## src/rtl/lat_pkg.sv

```systemverilog
// ----------------------------------------------------------------------------
// lat_pkg
// Shared types and constants for the lattice atom tracker.
// ----------------------------------------------------------------------------
`default_nettype none

package lat_pkg;

  localparam int unsigned SITE_W = 12;
  localparam int unsigned LIM_W  = 13;
  localparam int unsigned STEP_W = 32;
  localparam int unsigned MSD_W  = 64;
  localparam int unsigned HELD_W = 13;
  localparam int unsigned CNT6_W = 6;

  localparam logic [LIM_W-1:0]  LIM_RESET = 13'd4096;
  localparam logic [CNT6_W-1:0] DIV_LAST  = 6'd63;

  typedef enum logic [1:0] {
    OP_LOAD  = 2'd0,
    OP_MOVE  = 2'd1,
    OP_QUERY = 2'd2,
    OP_NOP   = 2'd3
  } opcode_e;

  typedef enum logic [3:0] {
    ST_CLEAR,
    ST_IDLE,
    ST_LOAD,
    ST_MV_SCAN,
    ST_MV_SRC,
    ST_MV_CLR,
    ST_MV_SET,
    ST_Q_SCAN,
    ST_Q_INIT,
    ST_Q_DIV,
    ST_RESULT
  } state_e;

  typedef enum logic [3:0] {
    CMD_NONE,
    CMD_CLEAR,
    CMD_CAPTURE,
    CMD_LOAD,
    CMD_SCAN,
    CMD_MV_SRC,
    CMD_MV_CLR,
    CMD_MV_SET,
    CMD_QSCAN,
    CMD_DIV_INIT,
    CMD_DIV_STEP,
    CMD_RESULT
  } cmd_e;

  typedef struct packed {
    logic clr_last;
    logic total_zero;
    logic hit;
    logic scan_end;
    logic q_done;
    logic div_last;
    logic out_free;
  } status_t;

  typedef struct packed {
    logic [SITE_W-1:0]        site;
    logic signed [STEP_W-1:0] sx;
    logic signed [STEP_W-1:0] sy;
    logic signed [STEP_W-1:0] sz;
  } atom_t;

endpackage

`default_nettype wire

```

## src/rtl/lat_ctrl.sv

```systemverilog
// ----------------------------------------------------------------------------
// lat_ctrl
// Sequencer: clear after reset; load, move scan/update, query scan/divide.
// ----------------------------------------------------------------------------
`default_nettype none

module lat_ctrl (
  input  wire               clk_i,
  input  wire               rst_ni,
  input  wire               in_valid_i,
  input  wire [1:0]         opcode_i,
  output logic              in_ready_o,
  input  lat_pkg::status_t  status_i,
  output lat_pkg::cmd_e     cmd_o
);

  lat_pkg::state_e state_q, state_d;

  always_ff @(posedge clk_i or negedge rst_ni) begin
    if (!rst_ni) begin
      state_q <= lat_pkg::ST_CLEAR;
    end else begin
      state_q <= state_d;
    end
  end

  always_comb begin
    state_d    = state_q;
    cmd_o      = lat_pkg::CMD_NONE;
    in_ready_o = 1'b0;
    unique case (state_q)
      lat_pkg::ST_CLEAR: begin
        cmd_o = lat_pkg::CMD_CLEAR;
        if (status_i.clr_last) state_d = lat_pkg::ST_IDLE;
      end
      lat_pkg::ST_IDLE: begin
        in_ready_o = 1'b1;
        if (in_valid_i) begin
          cmd_o = lat_pkg::CMD_CAPTURE;
          unique case (lat_pkg::opcode_e'(opcode_i))
            lat_pkg::OP_LOAD:  state_d = lat_pkg::ST_LOAD;
            lat_pkg::OP_MOVE:  state_d = lat_pkg::ST_MV_SCAN;
            lat_pkg::OP_QUERY: state_d = lat_pkg::ST_Q_SCAN;
            default:           state_d = lat_pkg::ST_RESULT;
          endcase
        end
      end
      lat_pkg::ST_LOAD: begin
        cmd_o   = lat_pkg::CMD_LOAD;
        state_d = lat_pkg::ST_RESULT;
      end
      lat_pkg::ST_MV_SCAN: begin
        cmd_o = lat_pkg::CMD_SCAN;
        if (status_i.hit || status_i.scan_end) state_d = lat_pkg::ST_MV_SRC;
      end
      lat_pkg::ST_MV_SRC: begin
        cmd_o   = lat_pkg::CMD_MV_SRC;
        state_d = lat_pkg::ST_MV_CLR;
      end
      lat_pkg::ST_MV_CLR: begin
        cmd_o   = lat_pkg::CMD_MV_CLR;
        state_d = lat_pkg::ST_MV_SET;
      end
      lat_pkg::ST_MV_SET: begin
        cmd_o   = lat_pkg::CMD_MV_SET;
        state_d = lat_pkg::ST_RESULT;
      end
      lat_pkg::ST_Q_SCAN: begin
        cmd_o = lat_pkg::CMD_QSCAN;
        if (status_i.total_zero) begin
          state_d = lat_pkg::ST_RESULT;
        end else if (status_i.q_done) begin
          state_d = lat_pkg::ST_Q_INIT;
        end
      end
      lat_pkg::ST_Q_INIT: begin
        cmd_o   = lat_pkg::CMD_DIV_INIT;
        state_d = lat_pkg::ST_Q_DIV;
      end
      lat_pkg::ST_Q_DIV: begin
        cmd_o = lat_pkg::CMD_DIV_STEP;
        if (status_i.div_last) state_d = lat_pkg::ST_RESULT;
      end
      lat_pkg::ST_RESULT: begin
        if (status_i.out_free) begin
          cmd_o   = lat_pkg::CMD_RESULT;
          state_d = lat_pkg::ST_IDLE;
        end
      end
      default: state_d = lat_pkg::ST_IDLE;
    endcase
  end

endmodule

`default_nettype wire

```

## config.mk

```make
export PLATFORM = sky130hd
export DESIGN_NAME = lat_ctrl
export DESIGN_NICKNAME = d
export VERILOG_FILES = /design/src/rtl/lat_pkg.sv /design/src/rtl/lat_ctrl.sv
export SDC_FILE = /design/constraint.sdc
export NUM_CORES = 1
export LEC_CHECK = 0
export ABC_AREA = 1
export ABC_CLOCK_PERIOD_IN_PS = 3200
export BUFFER_PORTS_ARGS = -buffer_cell sky130_fd_sc_hd__buf_2
export CELL_PAD_IN_SITES_DETAIL_PLACEMENT = 1
export CELL_PAD_IN_SITES_GLOBAL_PLACEMENT = 1
export CORE_UTILIZATION = 30
export CTS_CLUSTER_SIZE = 40
export DETAILED_ROUTE_END_ITERATION = 6
export PLACE_DENSITY_LB_ADDON = 0.1
export SLEW_MARGIN = 20
export SYNTH_ARGS = -nofsm -noshare
export SYNTH_HDL_FRONTEND = slang
export SYNTH_SLANG_ARGS = --single-unit
```

## constraint.sdc

```tcl
create_clock -name clk_i -period 3.2 [get_ports clk_i]
set_input_delay 0.16 -clock clk_i [delete_from_list [all_inputs] [get_ports clk_i]]
set_output_delay 0.16 -clock clk_i [all_outputs]
set_load 0.01 [all_outputs]
```

# After elaboration in Yosys (flattened, before gate mapping)
# Index checks and enable logic that the tools add are counted.
# totals
reg_bits,4
in_bits,12
word_cells,37
# classes
eq_ne,18
muxes,13
reduce_logical,5
# op_table
operator,n
$pmux W4 S11,1
$pmux W4 S10,1
$mux W4,8
$eq A4 B3 Y1 const B,4
$eq A4 B4 Y1 const B,3
$pmux W4 S3,1
$ne A2 B2 Y1 const B,5
$eq A4 B2 Y1 const B,2
$reduce_and A6 Y1,1
$eq A4 B1 Y1 const B,1
$logic_not A4 Y1,1
$ne A3 B3 Y1 const B,1
$eq A2 B1 Y1 const B,1
$eq A2 B2 Y1 const B,1
$logic_not A2 Y1,1
$mux W2,1
$reduce_or A2 Y1,1
$logic_or A1 B1 Y1,1
$mux W1,1

# Logic depth before layout (Yosys ltp)
# logic_depth
depth_word,4
mapped_depth,9
ltp_nobuf,9

# Least setup slack after synthesis
# No wires, ideal clock.
# synth_path
path_kind,flip-flop to flip-flop
from,register state_q[1]
to,register state_q[1]
setup_ps,117
arrival_time_ps,1019
required_ps,3083
path_slack_ps,2065
path_stages_with_launch,9
period_less_slack_ps,1135
path_cell_list,dfrtp_1 > inv_1 > nand2_2 > nor2_4 > nand2_2 > nand2_1 > inv_2 > nand3_1 > nand2_1
# synth_via
elab_chain_len,3
elab_cells_between_ends,20
cone_classes,eq/ne (16); mux (1); reduce/logical (3)
# synth_lines
item,line,rtl
start: declaration,lat_ctrl.sv:17,"lat_pkg::state_e state_q, state_d;"
start signal: assignment,lat_ctrl.sv:21,state_q <= lat_pkg::ST_CLEAR;
start signal: assignment,lat_ctrl.sv:23,state_q <= state_d;
"$eq A4 B3 Y1, or another cell as far along",lat_ctrl.sv:31,unique case (state_q)
"$reduce_or A2 Y1 (no source line), or another cell as far along",--,
$pmux W4 S10 or $reduce_and A6 Y1 (tied branches),--,
# Parallel ways exist; a longest one is shown, timed or not.
# A chain may end at the register's enable or synchronous reset.

# Worst setup path in the final report
# layout_path
from,register state_q[0]
to,output cmd_o[1]
# layout_via
elab_chain_len,2
elab_cells_between_ends,12
cone_classes,eq/ne (10); mux (1); reduce/logical (1)
# layout_lines
item,line,rtl
"$eq A4 B4 Y1, or another cell as far along",lat_ctrl.sv:31,
$pmux W4 S11 *,lat_ctrl.sv:31,
end: declaration,lat_ctrl.sv:14,output lat_pkg::cmd_e cmd_o
# Every way passes the cells marked *; elsewhere a longest branch is shown, timed or not.

==> run summary <==
Routability Congestion = 0.749
average via count per standard cell = 4.82
die outline width = 42.3 um
Max-slew headroom = 78.0%
worst hold-check slack = 0.246 ns
post-CTS clock slew at the launch and capture registers of the worst setup and hold paths = 0.04 ns
global-route congestion overflow total = 0
busiest layer in global routing = met2
initial antenna violation count = 0
combinational cell fraction of total power = 68.1%
Routed Antenna Nets = 0
number of failing hold endpoints at the final stage = 0
Area Growth Syn to Fin = 27.2%
Largest register FFs = 4
H-tree levels = 1
buffers inserted during post-CTS setup optimization = 0
Unique masters post-synth = 12
period utilisation layout = 49.6%
proportion of synthesized chip area in sequential cells = 20.5%
Max Fanout on Critical Path = 5
Post-synth EDFFs = 0
internal power component = 0.000254 W
pin count of the biggest net entering global routing = 9
CP arrival = 1.43 ns
unrepaired setup endpoints after global routing = false
final critical delay including setup and external delays = 1.59 ns
Synth Net Count = 99
global-route met2 utilization = 31.4%
Placeable Area = 0.00151 mm^2
maximum clock frequency = 630 MHz
top cell types by occurrence after synthesis = 23 x sky130_fd_sc_hd__nand2_1, 13 x sky130_fd_sc_hd__nor2_1, 12 x sky130_fd_sc_hd__nand3_1, 11 x sky130_fd_sc_hd__inv_1, 6 x sky130_fd_sc_hd__nand2_2
vias = 583
critical path, cell by cell = inv_1, nand2_1, inv_2, nand3_1, o21ai_0, inv_1, nand2_1, buf_2
peak supply drop = 0.000266 V
kind of launch point of the worst setup path = register
GR Layer Usage met1 = 20.3%
critical setup path kind = register to output pin
standard cell with the maximum stage delay on the critical path = sky130_fd_sc_hd__dfrtp_1
Final Slew Violations = 0
switching power as a share of total power = 55.0%
mean post-synth cell area = 5.74 um^2
number of max-capacitance violations reported = 0
Port Buf Inserts = 16
number of placed instances, taps included = 117
cell accounting for the most synthesized area = sky130_fd_sc_hd__dfrtp_1
clock latency at the later pin of the worst-skew pair = 0.24 ns
required time of the critical path = 3.04 ns
sequential share of power = 20.0%
number of clock buffers inserted by TritonCTS = 3
Wirelength per Cell = 11.3 um
Seq cells post-synth = 4
starting density of the core = 32.4%
share of synthesized registers carrying an async set or reset = 100%
first-pass GRT wire length = 2350 um
layout cell share with drive strength beyond 1 = 32.4%
most used flip-flop cell after synthesis = sky130_fd_sc_hd__dfrtp_1
number of setup violations in the final report = 0
DIE HEIGHT = 42.3 um
number of hold buffers added after CTS = 1
class of the most critical hold timing path = input pin to async pin
Finished Layout Cells = 121
static leakage = 0.388 nW
Slowest Stage Delay on Critical Path = 0.44 ns
run status = complete, no violations
fraction of power consumed by the clock network = 11.9%
Residual DRC = 0
Clock Skews = 0.000484 ns
global-route met3 utilization = 1.29%
number of warning messages in the yosys log = 0
Cell Rows = 14
Ports = 17
# resized after CTS = 0
Total Negative Setup Slacks = 0 ns
most used standard cell by instance count after synthesis = sky130_fd_sc_hd__nand2_1
Worst Max-Slew Pin Slew = 0.327 ns
aggregate routed wire length = 1370 um
iteration count of the initial detailed-routing pass = 6
number of design-rule violations left by the first detailed-router iteration = 5
leading cell types by total area after synthesis = sky130_fd_sc_hd__dfrtp_1 21%, sky130_fd_sc_hd__nand2_1 18%, sky130_fd_sc_hd__nand3_1 12%, sky130_fd_sc_hd__nor2_1 10%, sky130_fd_sc_hd__inv_1 8.5%
switching power = 0.000310 W
number of global-route vias before repair = 582
power density relative to cell area = 910 mW/mm^2
root cell of the clock tree = sky130_fd_sc_hd__clkbuf_4
Cell Area, Synth = 488 um^2
Net count, final = 121
CTS sink count = 4
post-route design area = 621 um^2
Synth top area share = 20.5%
largest registers = state_q (4)
Post-DP HPWL = 1150 um
maximum clock insertion buffer count = 2
TritonCTS clock tree = done
number of antenna cells inserted = 0
Top reg by flops = state_q
cell count after synthesis = 85
element type at the critical path end = output pin
all-layer global routing usage = 17.5%
die area = 0.00179 mm^2
Cell Area, Placed = 588 um^2
==> power by group through the flow <==
stage | Sequential [W] | Clock (W) | Combinational, W
floorplan | 0.000103 | 0 | 0.000279
global placement | 0.000114 | 0 | 0.000378
detailed placement | 0.000115 | 0 | 0.000382
CTS | 0.000113 | 0.0000698 | 0.000390
global route | 0.000118 | 0.0000707 | 0.000434
finish | 0.000113 | 0.0000672 | 0.000384
==> worst paths after layout <==
check,from,end,slack [ns],depth (start not counted)
max,state_q[0],cmd_o[1],1.61,8
min,rst_ni,state_q[1],0.25,2
max reg2reg,state_q[1],state_q[1],1.92,8
min reg2reg,state_q[0],state_q[0],0.61,2
max in group asynchronous,rst_ni,state_q[3],2.84,2
min in group clk_i,status_i[2],state_q[2],0.25,4
==> cell families after synthesis <==
group / share of synthesized area [%]
adders and majority gates: 5.13
and+or+nand+nor: 56.9
AOI/OAI and AO/OA: 5.13
DFF: 20.5
buffers and inverters: 12.3
==> worst max-delay path, delay by kind of cell, from the launching register on <==
kind | cells | cell delay (ns)
flops | 1 | 0.44
compound gates | 1 | 0.09
buf+inv | 4 | 0.39
simple gates | 3 | 0.26
==> per-stage QoR <==
| stage | total power [W] | util (%) | setup WS, ns |
|---|---|---|---|
| 5_1_grt | 0.000623 | 41.2 | 1.46 |
| 3_3_place_gp | 0.000492 | 39.0 | 1.87 |
| 4_1_cts | 0.000573 | 41.2 | 1.58 |
| 6_report | 0.000564 | 41.2 | 1.61 |
| 3_5_place_dp | 0.000497 | 39.0 | 1.84 |
| 2_1_floorplan | 0.000382 | - | 2.06 |
==> cell type report <==
cell class	count	area (um^2)
timing repair buffer	17	90.1
sequential	4	100
tap	16	20.0
fill	217	886
clock buffer	3	22.5
inverter	16	60.1
multi-input combinational	65	328
==> metal layers <==
| metal | routed length [um] | vias to the layer above |
|---|---|---|
| li1 | - | 302 |
| met1 | 637 | 266 |
| met2 | 668 | 13 |
| met3 | 40 | 2 |
| met4 | 25 | 0 |
| met5 | 0 | - |
==> cells in the final DEF (no fill, tap or decap) <==
| master | synthesis | final |
|---|---|---|
| sky130_fd_sc_hd__inv_1 | 11 | 11 |
| sky130_fd_sc_hd__nand3b_2 | 1 | 1 |
| sky130_fd_sc_hd__nor2_1 | 13 | 13 |
| sky130_fd_sc_hd__clkbuf_4 | 0 | 3 |
| sky130_fd_sc_hd__inv_2 | 5 | 5 |
| sky130_fd_sc_hd__dlygate4sd3_1 | 0 | 1 |
| sky130_fd_sc_hd__buf_2 | 0 | 16 |
| sky130_fd_sc_hd__ha_1 | 2 | 2 |
| sky130_fd_sc_hd__nand2_1 | 23 | 23 |
| sky130_fd_sc_hd__nand2_2 | 6 | 6 |
| sky130_fd_sc_hd__nor2_4 | 3 | 3 |
| sky130_fd_sc_hd__a21oi_1 | 1 | 1 |
| sky130_fd_sc_hd__o21ai_0 | 4 | 4 |
| sky130_fd_sc_hd__nand3_1 | 12 | 12 |
| sky130_fd_sc_hd__dfrtp_1 | 4 | 4 |
No activity file was read; power rests on OpenSTA's default activity.
